**config.mk**
```make
export PLATFORM = sky130hd
export DESIGN_NAME = sg_segment_coalescer_core
export DESIGN_NICKNAME = d
export VERILOG_FILES = /design/src/sgc_pkg.sv /design/src/sg_segment_coalescer_core.sv /design/src/sgc_run.sv /design/src/sgc_outq.sv
export VERILOG_INCLUDE_DIRS = /design/src /design/src/src
export SDC_FILE = /design/constraint.sdc
export NUM_CORES = 1
export LEC_CHECK = 0
export BUFFER_PORTS_ARGS = -buffer_cell sky130_fd_sc_hd__buf_2
export CAP_MARGIN = 0
export CORE_MARGIN = 3
export CORE_UTILIZATION = 61
export CTS_BUF_LIST = sky130_fd_sc_hd__clkbuf_8 sky130_fd_sc_hd__clkbuf_16
export DETAILED_ROUTE_END_ITERATION = 10
export PLACE_DENSITY = 0.81
export SLEW_MARGIN = 5
export SYNTH_ARGS = -nofsm -noshare
export SYNTH_HDL_FRONTEND = slang
export SYNTH_SLANG_ARGS = --single-unit
```
**constraint.sdc**
```tcl
create_clock -name clk -period 9.78 [get_ports clk]
set_input_delay 1.467 -clock clk [delete_from_list [all_inputs] [get_ports clk]]
set_output_delay 1.467 -clock clk [all_outputs]
set_load 0.02 [all_outputs]
```
**src/sg_segment_coalescer_core_defines.svh**
```systemverilog
// Assertion macros for the segment coalescer.
`ifndef SG_SEGMENT_COALESCER_CORE_DEFINES_SVH
`define SG_SEGMENT_COALESCER_CORE_DEFINES_SVH

`ifndef SYNTHESIS
`define SGC_ASSERT_ALWAYS(lbl, expr, msg) \
  lbl: assert property (@(posedge clk) disable iff (rst) (expr)) else $error(msg);
`define SGC_ASSERT_NEXT(lbl, ante, cons, msg) \
  lbl: assert property (@(posedge clk) disable iff (rst) (ante) |=> (cons)) else $error(msg);
`else
`define SGC_ASSERT_ALWAYS(lbl, expr, msg)
`define SGC_ASSERT_NEXT(lbl, ante, cons, msg)
`endif

`endif

```
**src/sgc_pkg.sv**
```systemverilog
`timescale 1ns / 1ps
`default_nettype none

package sgc_pkg;

  localparam int TABLE_ROWS = 16;
  localparam int ROW_W      = $clog2(TABLE_ROWS);

  localparam logic [31:0] WINDOW_MASK = 32'hFFF0_0000;
  localparam logic [31:0] OFFSET_MASK = 32'h000F_FFFF;
  localparam logic [31:0] WINDOW_SIZE = 32'h0010_0000;
  localparam int          WINDOW_LSB  = 20;

  localparam int Q_DEPTH = 4;
  localparam int Q_AW    = $clog2(Q_DEPTH);
  localparam int Q_CW    = $clog2(Q_DEPTH + 1);

  localparam int PADDR_W = 3;

  typedef enum logic {
    REG_ADDR64_MODE = 1'b0,
    REG_WINDOW_BASE = 1'b1
  } reg_idx_t;

  typedef struct packed {
    logic [63:0] seg_addr;
    logic [31:0] seg_len;
    logic        last_seg;
  } seg_t;

  typedef struct packed {
    logic [3:0]  table_row;
    logic [31:0] table_low_word;
    logic [31:0] table_high_word;
    logic [31:0] local_addr;
    logic [31:0] run_bytes;
    logic        last_desc;
  } desc_t;

  typedef struct packed {
    logic        addr64_mode;
    logic [31:0] window_base;
  } cfg_t;

  // descriptors written into the output queue for one accepted segment
  typedef struct packed {
    logic [1:0] cnt;
    desc_t      d0;
    desc_t      d1;
  } push_t;

  typedef struct packed {
    logic             run_open;
    logic [ROW_W-1:0] row;
  } run_status_t;

  typedef struct packed {
    logic [Q_CW-1:0] count;
    logic            room;
  } q_status_t;

  function automatic desc_t desc_build(input logic [63:0]      start,
                                       input logic [31:0]      len,
                                       input logic [ROW_W-1:0] row,
                                       input cfg_t             cfg,
                                       input logic             last);
    desc_t d;
    d.table_row       = 4'(row);
    d.table_low_word  = (start[31:0] & WINDOW_MASK) | {31'b0, cfg.addr64_mode};
    d.table_high_word = cfg.addr64_mode ? start[63:32] : 32'b0;
    d.local_addr      = cfg.window_base + 32'(row) * WINDOW_SIZE
                        + (start[31:0] & OFFSET_MASK);
    d.run_bytes       = len;
    d.last_desc       = last;
    return d;
  endfunction

endpackage

`default_nettype wire

```
**src/sg_segment_coalescer_core.sv**
```systemverilog
// Descriptors enter the output queue as the segment transfer that closes them is accepted.
// Throughput: one segment per cycle; descriptors leave at one per cycle while desc_stall
// is low, from a four-entry queue; segments stall while fewer than two entries are free.
// Reset (rst, synchronous): clears the open run, row index, queue and both registers.
`timescale 1ns / 1ps
`default_nettype none
`include "sg_segment_coalescer_core_defines.svh"

module sg_segment_coalescer_core import sgc_pkg::*; (
  input  wire logic               clk,
  input  wire logic               rst,
  input  wire logic               psel,
  input  wire logic               penable,
  input  wire logic               pwrite,
  input  wire logic [PADDR_W-1:0] paddr,
  input  wire logic [31:0]        pwdata,
  output logic [31:0]             prdata,
  output logic                    pready,
  input  wire logic               seg_valid,
  output logic                    seg_stall,
  input  wire seg_t               seg,
  output logic                    desc_valid,
  input  wire logic               desc_stall,
  output desc_t                   desc
);

  cfg_t        cfg;
  reg_idx_t    reg_sel;
  logic        wr_en;
  logic        accept;
  logic        last_accept;
  push_t       push;
  run_status_t run_status;
  q_status_t   q_status;

  assign pready  = 1'b1;
  assign reg_sel = reg_idx_t'(paddr[2]);
  assign wr_en   = psel && penable && pwrite && pready;

  always_ff @(posedge clk) begin
    if (rst) begin
      cfg.addr64_mode <= 1'b0;
      cfg.window_base <= '0;
    end else if (wr_en) begin
      case (reg_sel)
        REG_ADDR64_MODE: cfg.addr64_mode <= pwdata[0];
        REG_WINDOW_BASE: cfg.window_base <= pwdata;
        default: ;
      endcase
    end
  end

  always_comb begin
    case (reg_sel)
      REG_ADDR64_MODE: prdata = {31'b0, cfg.addr64_mode};
      REG_WINDOW_BASE: prdata = cfg.window_base;
      default:         prdata = '0;
    endcase
  end

  assign seg_stall   = !q_status.room;
  assign accept      = seg_valid && !seg_stall;
  assign last_accept = accept && seg.last_seg;

  sgc_run u_run (
    .clk    (clk),
    .rst    (rst),
    .accept (accept),
    .seg    (seg),
    .cfg    (cfg),
    .push   (push),
    .status (run_status)
  );

  sgc_outq u_outq (
    .clk        (clk),
    .rst        (rst),
    .push       (push),
    .desc       (desc),
    .desc_valid (desc_valid),
    .desc_stall (desc_stall),
    .status     (q_status)
  );

  `SGC_ASSERT_ALWAYS(a_q_bound, q_status.count <= Q_CW'(Q_DEPTH), "output queue overflow")
  `SGC_ASSERT_NEXT(a_last_out, last_accept, desc_valid, "last transfer gave no descriptor")
  `SGC_ASSERT_NEXT(a_last_close, last_accept, run_status == '0, "run not closed after last")

endmodule

`default_nettype wire

```
**src/sgc_run.sv**
```systemverilog
`timescale 1ns / 1ps
`default_nettype none

module sgc_run import sgc_pkg::*; (
  input  wire logic        clk,
  input  wire logic        rst,
  input  wire logic        accept,
  input  wire seg_t        seg,
  input  wire cfg_t        cfg,
  output push_t            push,
  output run_status_t      status
);

  logic [63:0]      run_start, run_start_next;
  logic [31:0]      run_length, run_length_next;
  logic [ROW_W-1:0] row_index, row_index_next;
  logic             run_open, run_open_next;

  logic             same_window;
  logic             contiguous;
  logic             brk;
  logic             fresh;
  logic [63:0]      base_start;
  logic [31:0]      base_len;
  logic [ROW_W-1:0] row_new;
  logic [32:0]      sum;
  logic [31:0]      sat_len;
  desc_t            broken_desc;
  desc_t            final_desc;

  always_comb begin
    same_window = seg.seg_addr[63:WINDOW_LSB] == run_start[63:WINDOW_LSB];
    contiguous  = seg.seg_addr == run_start + {32'b0, run_length};
    brk         = run_open && !(same_window && contiguous);
    fresh       = brk || !run_open;
    base_start  = fresh ? seg.seg_addr : run_start;
    base_len    = fresh ? 32'b0 : run_length;
    if (brk) begin
      row_new = (row_index == ROW_W'(TABLE_ROWS - 1)) ? '0 : row_index + 1'b1;
    end else begin
      row_new = row_index;
    end
    sum     = {1'b0, base_len} + {1'b0, seg.seg_len};
    sat_len = sum[32] ? 32'hFFFF_FFFF : sum[31:0];
    broken_desc = desc_build(run_start, run_length, row_index, cfg, 1'b0);
    final_desc  = desc_build(base_start, sat_len, row_new, cfg, 1'b1);
  end

  always_comb begin
    push.cnt = '0;
    push.d0  = broken_desc;
    push.d1  = final_desc;
    if (accept) begin
      push.cnt = {1'b0, brk} + {1'b0, seg.last_seg};
      if (!brk) begin
        push.d0 = final_desc;
      end
    end
  end

  always_comb begin
    run_start_next  = run_start;
    run_length_next = run_length;
    row_index_next  = row_index;
    run_open_next   = run_open;
    if (accept) begin
      if (seg.last_seg) begin
        run_start_next  = '0;
        run_length_next = '0;
        row_index_next  = '0;
        run_open_next   = 1'b0;
      end else begin
        run_start_next  = base_start;
        run_length_next = sat_len;
        row_index_next  = row_new;
        run_open_next   = 1'b1;
      end
    end
  end

  always_ff @(posedge clk) begin
    if (rst) begin
      run_start  <= '0;
      run_length <= '0;
      row_index  <= '0;
      run_open   <= 1'b0;
    end else begin
      run_start  <= run_start_next;
      run_length <= run_length_next;
      row_index  <= row_index_next;
      run_open   <= run_open_next;
    end
  end

  assign status.run_open = run_open;
  assign status.row      = row_index;

endmodule

`default_nettype wire

```
**src/sgc_outq.sv**
```systemverilog
`timescale 1ns / 1ps
`default_nettype none

module sgc_outq import sgc_pkg::*; (
  input  wire logic  clk,
  input  wire logic  rst,
  input  wire push_t push,
  output desc_t      desc,
  output logic       desc_valid,
  input  wire logic  desc_stall,
  output q_status_t  status
);

  desc_t           mem [Q_DEPTH];
  logic [Q_AW-1:0] wr_ptr, wr_ptr_next;
  logic [Q_AW-1:0] rd_ptr, rd_ptr_next;
  logic [Q_CW-1:0] count, count_next;
  logic            pop;

  assign desc_valid = count != '0;
  assign desc       = mem[rd_ptr];
  assign pop        = desc_valid && !desc_stall;

  always_comb begin
    wr_ptr_next = wr_ptr + Q_AW'(push.cnt);
    rd_ptr_next = rd_ptr + Q_AW'(pop);
    count_next  = count + Q_CW'(push.cnt) - Q_CW'(pop);
  end

  always_ff @(posedge clk) begin
    if (push.cnt != 2'd0) begin
      mem[wr_ptr] <= push.d0;
    end
    if (push.cnt == 2'd2) begin
      mem[wr_ptr + 1'b1] <= push.d1;
    end
  end

  always_ff @(posedge clk) begin
    if (rst) begin
      wr_ptr <= '0;
      rd_ptr <= '0;
      count  <= '0;
    end else begin
      wr_ptr <= wr_ptr_next;
      rd_ptr <= rd_ptr_next;
      count  <= count_next;
    end
  end

  // a segment may yield two descriptors
  assign status.count = count;
  assign status.room  = count <= Q_CW'(Q_DEPTH - 2);

endmodule

`default_nettype wire

```
==> impl_metrics.csv <==
group,metric,value,unit
pwr,peakVddDrop,165,uV
setup_path,crit_family,"compound AO/OA/AOI/OAI gates",
timing,slew_violations,0,
setup_path,r2r_slack,560,ps
yosys,async_flop_share,0,%
final_layout,fillers,4443,
timing,tns,0,ps
final_layout,multiInputGateArea,0.0189,mm2
yosys,synth_top_area_share,36.9,%
global_routing,grt_pass1_wl,184000,um
clock_tree,cts_resized,0,
yosys,synthSimpleGateAreaFrac,13.7,%
setup_path,cpPeakStageDelay,770,ps
detailed_routing,drt-total-wl,124000,um
setup_path,worstPathMaxFanout,10,
timing,tightest_slew,1210,ps
clock_tree,post_cts_buffers,0,
setup_path,critPathBufInv,0,
detailed_routing,via_count,31900,
final_layout,seq_area,0.0165,mm2
floorplanning,io_pins,307,
global_routing,grt_pass1_vias,30100,
setup_path,worstSetupPathType,"reg -> reg",
timing,holdWs,473,ps
pwr,internal-power,0.00520,W
worst_hold_path,hold_path_class,"reg -> reg",
timing,fmax,108,MHz
worst_hold_path,min_from,"u_outq.mem[1][0]$_SDFFE_PP1P_",
pwr,leakagePower,13.5,nW
detailed_routing,dr.pass1.iters,6,
clock_tree,tritoncts,"built",
yosys,synth-xor-area-share,4.02,%
detailed_routing,drc,0,
detailed_routing,drtIter0Drc,4883,
floorplanning,placementRows,89,
yosys,synth_top_family_by_area,"compound AO/OA/AOI/OAI gates",
yosys,ys.flop_type,"edfxtp_1",
floorplanning,die_x,252,um
clock_tree,htreeDepth,2,
yosys,synth_top_area_cell,"edfxtp_1",
pwr,switching_share,33.7,%
timing,skew,16.9,ps
setup_path,crit_required,10140,ps
placement,hpwlAfterDp,83600,um
pwr,power_frac_comb,28.7,%
yosys,synth_most_common_cell,"edfxtp_1",
setup_path,worst_ep_arrival_time,9580,ps
setup_path,r2r-start,"u_run.run_start[22]$_SDFFE_PP0P_",
run_status,status,"completed",
final_layout,final_util,68.7,%
floorplanning,core,0.0594,mm2
final_layout,drive_gt1_share,18.6,%
setup_path,crit_top_cell,"o21ai_0",
floorplanning,die_y,252,um
timing,period_share,94.3,%
global_routing,antenna_found_initial,11,
floorplanning,fp.dieArea,0.0633,mm2
timing,setup_viol,0,
clock_tree,ctsHoldBuffers,0,
setup_path,slowest_stage,"a21oi_1",
final_layout,areaGrowthSynthToFinish,10.8,%
yosys,synth_edf_count,452,
yosys,synthMuxAreaShare,8.99,%
yosys,ys_warn_count,0,
yosys,synth_area_per_cell,10.5,um2
yosys,ys_seq_elements,597,
final_layout,fin_nets,3880,
clock_tree,cts_buffers,60,
timing,min_period,9220,ps
yosys,synth_common_cells,"edfxtp_1 (452), nand2_1 (309), o22ai_1 (221), a21oi_1 (211), nor2_1 (200)",
yosys,synth_adder_area_share,4.32,%
yosys,synth_seq_area_share,44.8,%
setup_path,startpoint_type,"flip-flop",
job,maxCapViolations,0,
detailed_routing,wl_per_cell,27.9,um
global_routing,grt_use_total,38.1,%
clock_tree,clkTransAtPathRegs,70,ps
setup_path,crit_path_cell_trace,"ha_1 -> a21oi_1 -> o21ai_1 -> a211oi_1 -> nor4_1 -> a2111oi_0 -> nand4_1 -> nand4bb_1 -> nor4_2 -> nand3_2 -> nor2_1 -> ha_1 -> a21oi_1 -> o21ai_0 -> o41ai_1 -> o21ai_0 -> o21ai_0 -> a31oi_1 -> a211o_1 -> a21oi_1 -> o21ai_0 -> mux2i_1 -> o21ai_0",
placement,place_congestion,1.02,
clock_tree,cts.sinks,597,
placement,io_buffers,284,
pwr,clkPwrFrac,31.3,%
yosys,synth_area_leaders,"edfxtp_1 (37%), dfxtp_1 (7.9%), mux4_2 (7.0%)",
clock_tree,ctsRootBufferMaster,"clkbuf_16",
yosys,syn_area,0.0368,mm2
clock_tree,cts_buffer_depth,3,
timing,hold_violations,0,
yosys,synthCells,3496,
floorplanning,start_util,62.0,%
timing,slew_headroom,19.3,%
setup_path,crit_path_end_kind,"flip-flop",
timing,grt_setup_unrepaired,"false",
global_routing,gr-total-overflow,0,
detailed_routing,ant_nets,0,
detailed_routing,avgViaCountPerCell,7.18,
global_routing,grt_max_degree,134,
setup_path,worstSetupStartpoint,"u_run.run_start[22]$_SDFFE_PP0P_",
clock_tree,clk_latency,640,ps
pwr,power.switching,0.00264,W
yosys,synth_compound_area_share,19.8,%
pwr,p_per_area,192,mW/mm2
pwr,p_seq_share,40.0,%
yosys,yosysUniqueCellTypes,98,
[cells in the final DEF, fill, tap and decap left out, drive strengths merged, types with 85 or more instances in the layout]
| master | n |
|---|---|
| nor2b | 141 |
| inv | 85 |
| a22o | 93 |
| nor2 | 200 |
| a21oi | 216 |
| mux4 | 114 |
| o22ai | 221 |
| nand2 | 309 |
| o21ai | 105 |
| a32oi | 131 |
| edfxtp | 452 |
| xnor2 | 89 |
| ha | 119 |
| buf | 347 |
| dfxtp | 145 |
[power groups by stage]
stage               Sequential [W]  Combinational [W]  Clock, W
floorplan                  0.00306            0.00160         0
global placement           0.00317            0.00219         0
detailed placement         0.00318            0.00221         0
CTS                        0.00313            0.00222   0.00245
global route               0.00316            0.00236   0.00254
finish                     0.00314            0.00225   0.00245
[flip-flops by register name, indices dropped and copies added (netlist names)]
register	count
u_outq.mem	456
u_run.run_start	64
cfg	33
u_run.run_length	32
u_run.row_index	4
u_outq.count	3
u_outq.rd_ptr	2
u_outq.wr_ptr	2
u_run.run_open	1
[final timing paths]
kind,endpoint,cells after the start
worst min-delay path,u_outq.mem[1][0]$_SDFFE_PP1P_,1
worst max-delay path,u_outq.mem[1][25]$_DFFE_PP_,23
worst min register to register,u_outq.mem[1][0]$_SDFFE_PP1P_,1
worst max register to register,u_outq.mem[1][25]$_DFFE_PP_,23
[layer usage]
metal | GRT usage, % | share of wire (%)
met5 | 0 | 0.043
met4 | 17.0 | 4.9
met3 | 9.28 | 13
met2 | 59.8 | 46
met1 | 50.7 | 36
[logic make-up after synthesis]
kind of cell             count (synthesis)
XOR/XNOR                               168
buffers and inverters                  378
adder cells (fa/ha/maj)                124
flip-flops                             597
multiplexers                           182
AND/OR/NAND/NOR                        991
AO/OA/AOI/OAI                         1054
other                                    2
[through the flow]
stage | cell area (um2) | setup slack (ps) | total power, W | cells
after floorplan | 36900 | 1580 | 0.00466 | 3514
after global placement | 38600 | 852 | 0.00536 | 4328
after detailed placement | 38600 | 697 | 0.00540 | 4328
after CTS | 40700 | 1020 | 0.00780 | 4442
after global routing | 40800 | 300 | 0.00806 | 4447
final | 40800 | 560 | 0.00784 | 4449
[area by class of cell]
cell class	count	area share, %
Clock inverter	35	0.712
Tap cell	773	2.37
Sequential cell	597	40.4
Timing Repair Buffer	347	4.78
Antenna cell	7	0.0430
Inverter	72	0.663
Clock buffer	79	4.52
Multi-Input combinational cell	2539	46.5
Power figures use the tool's default switching activity.
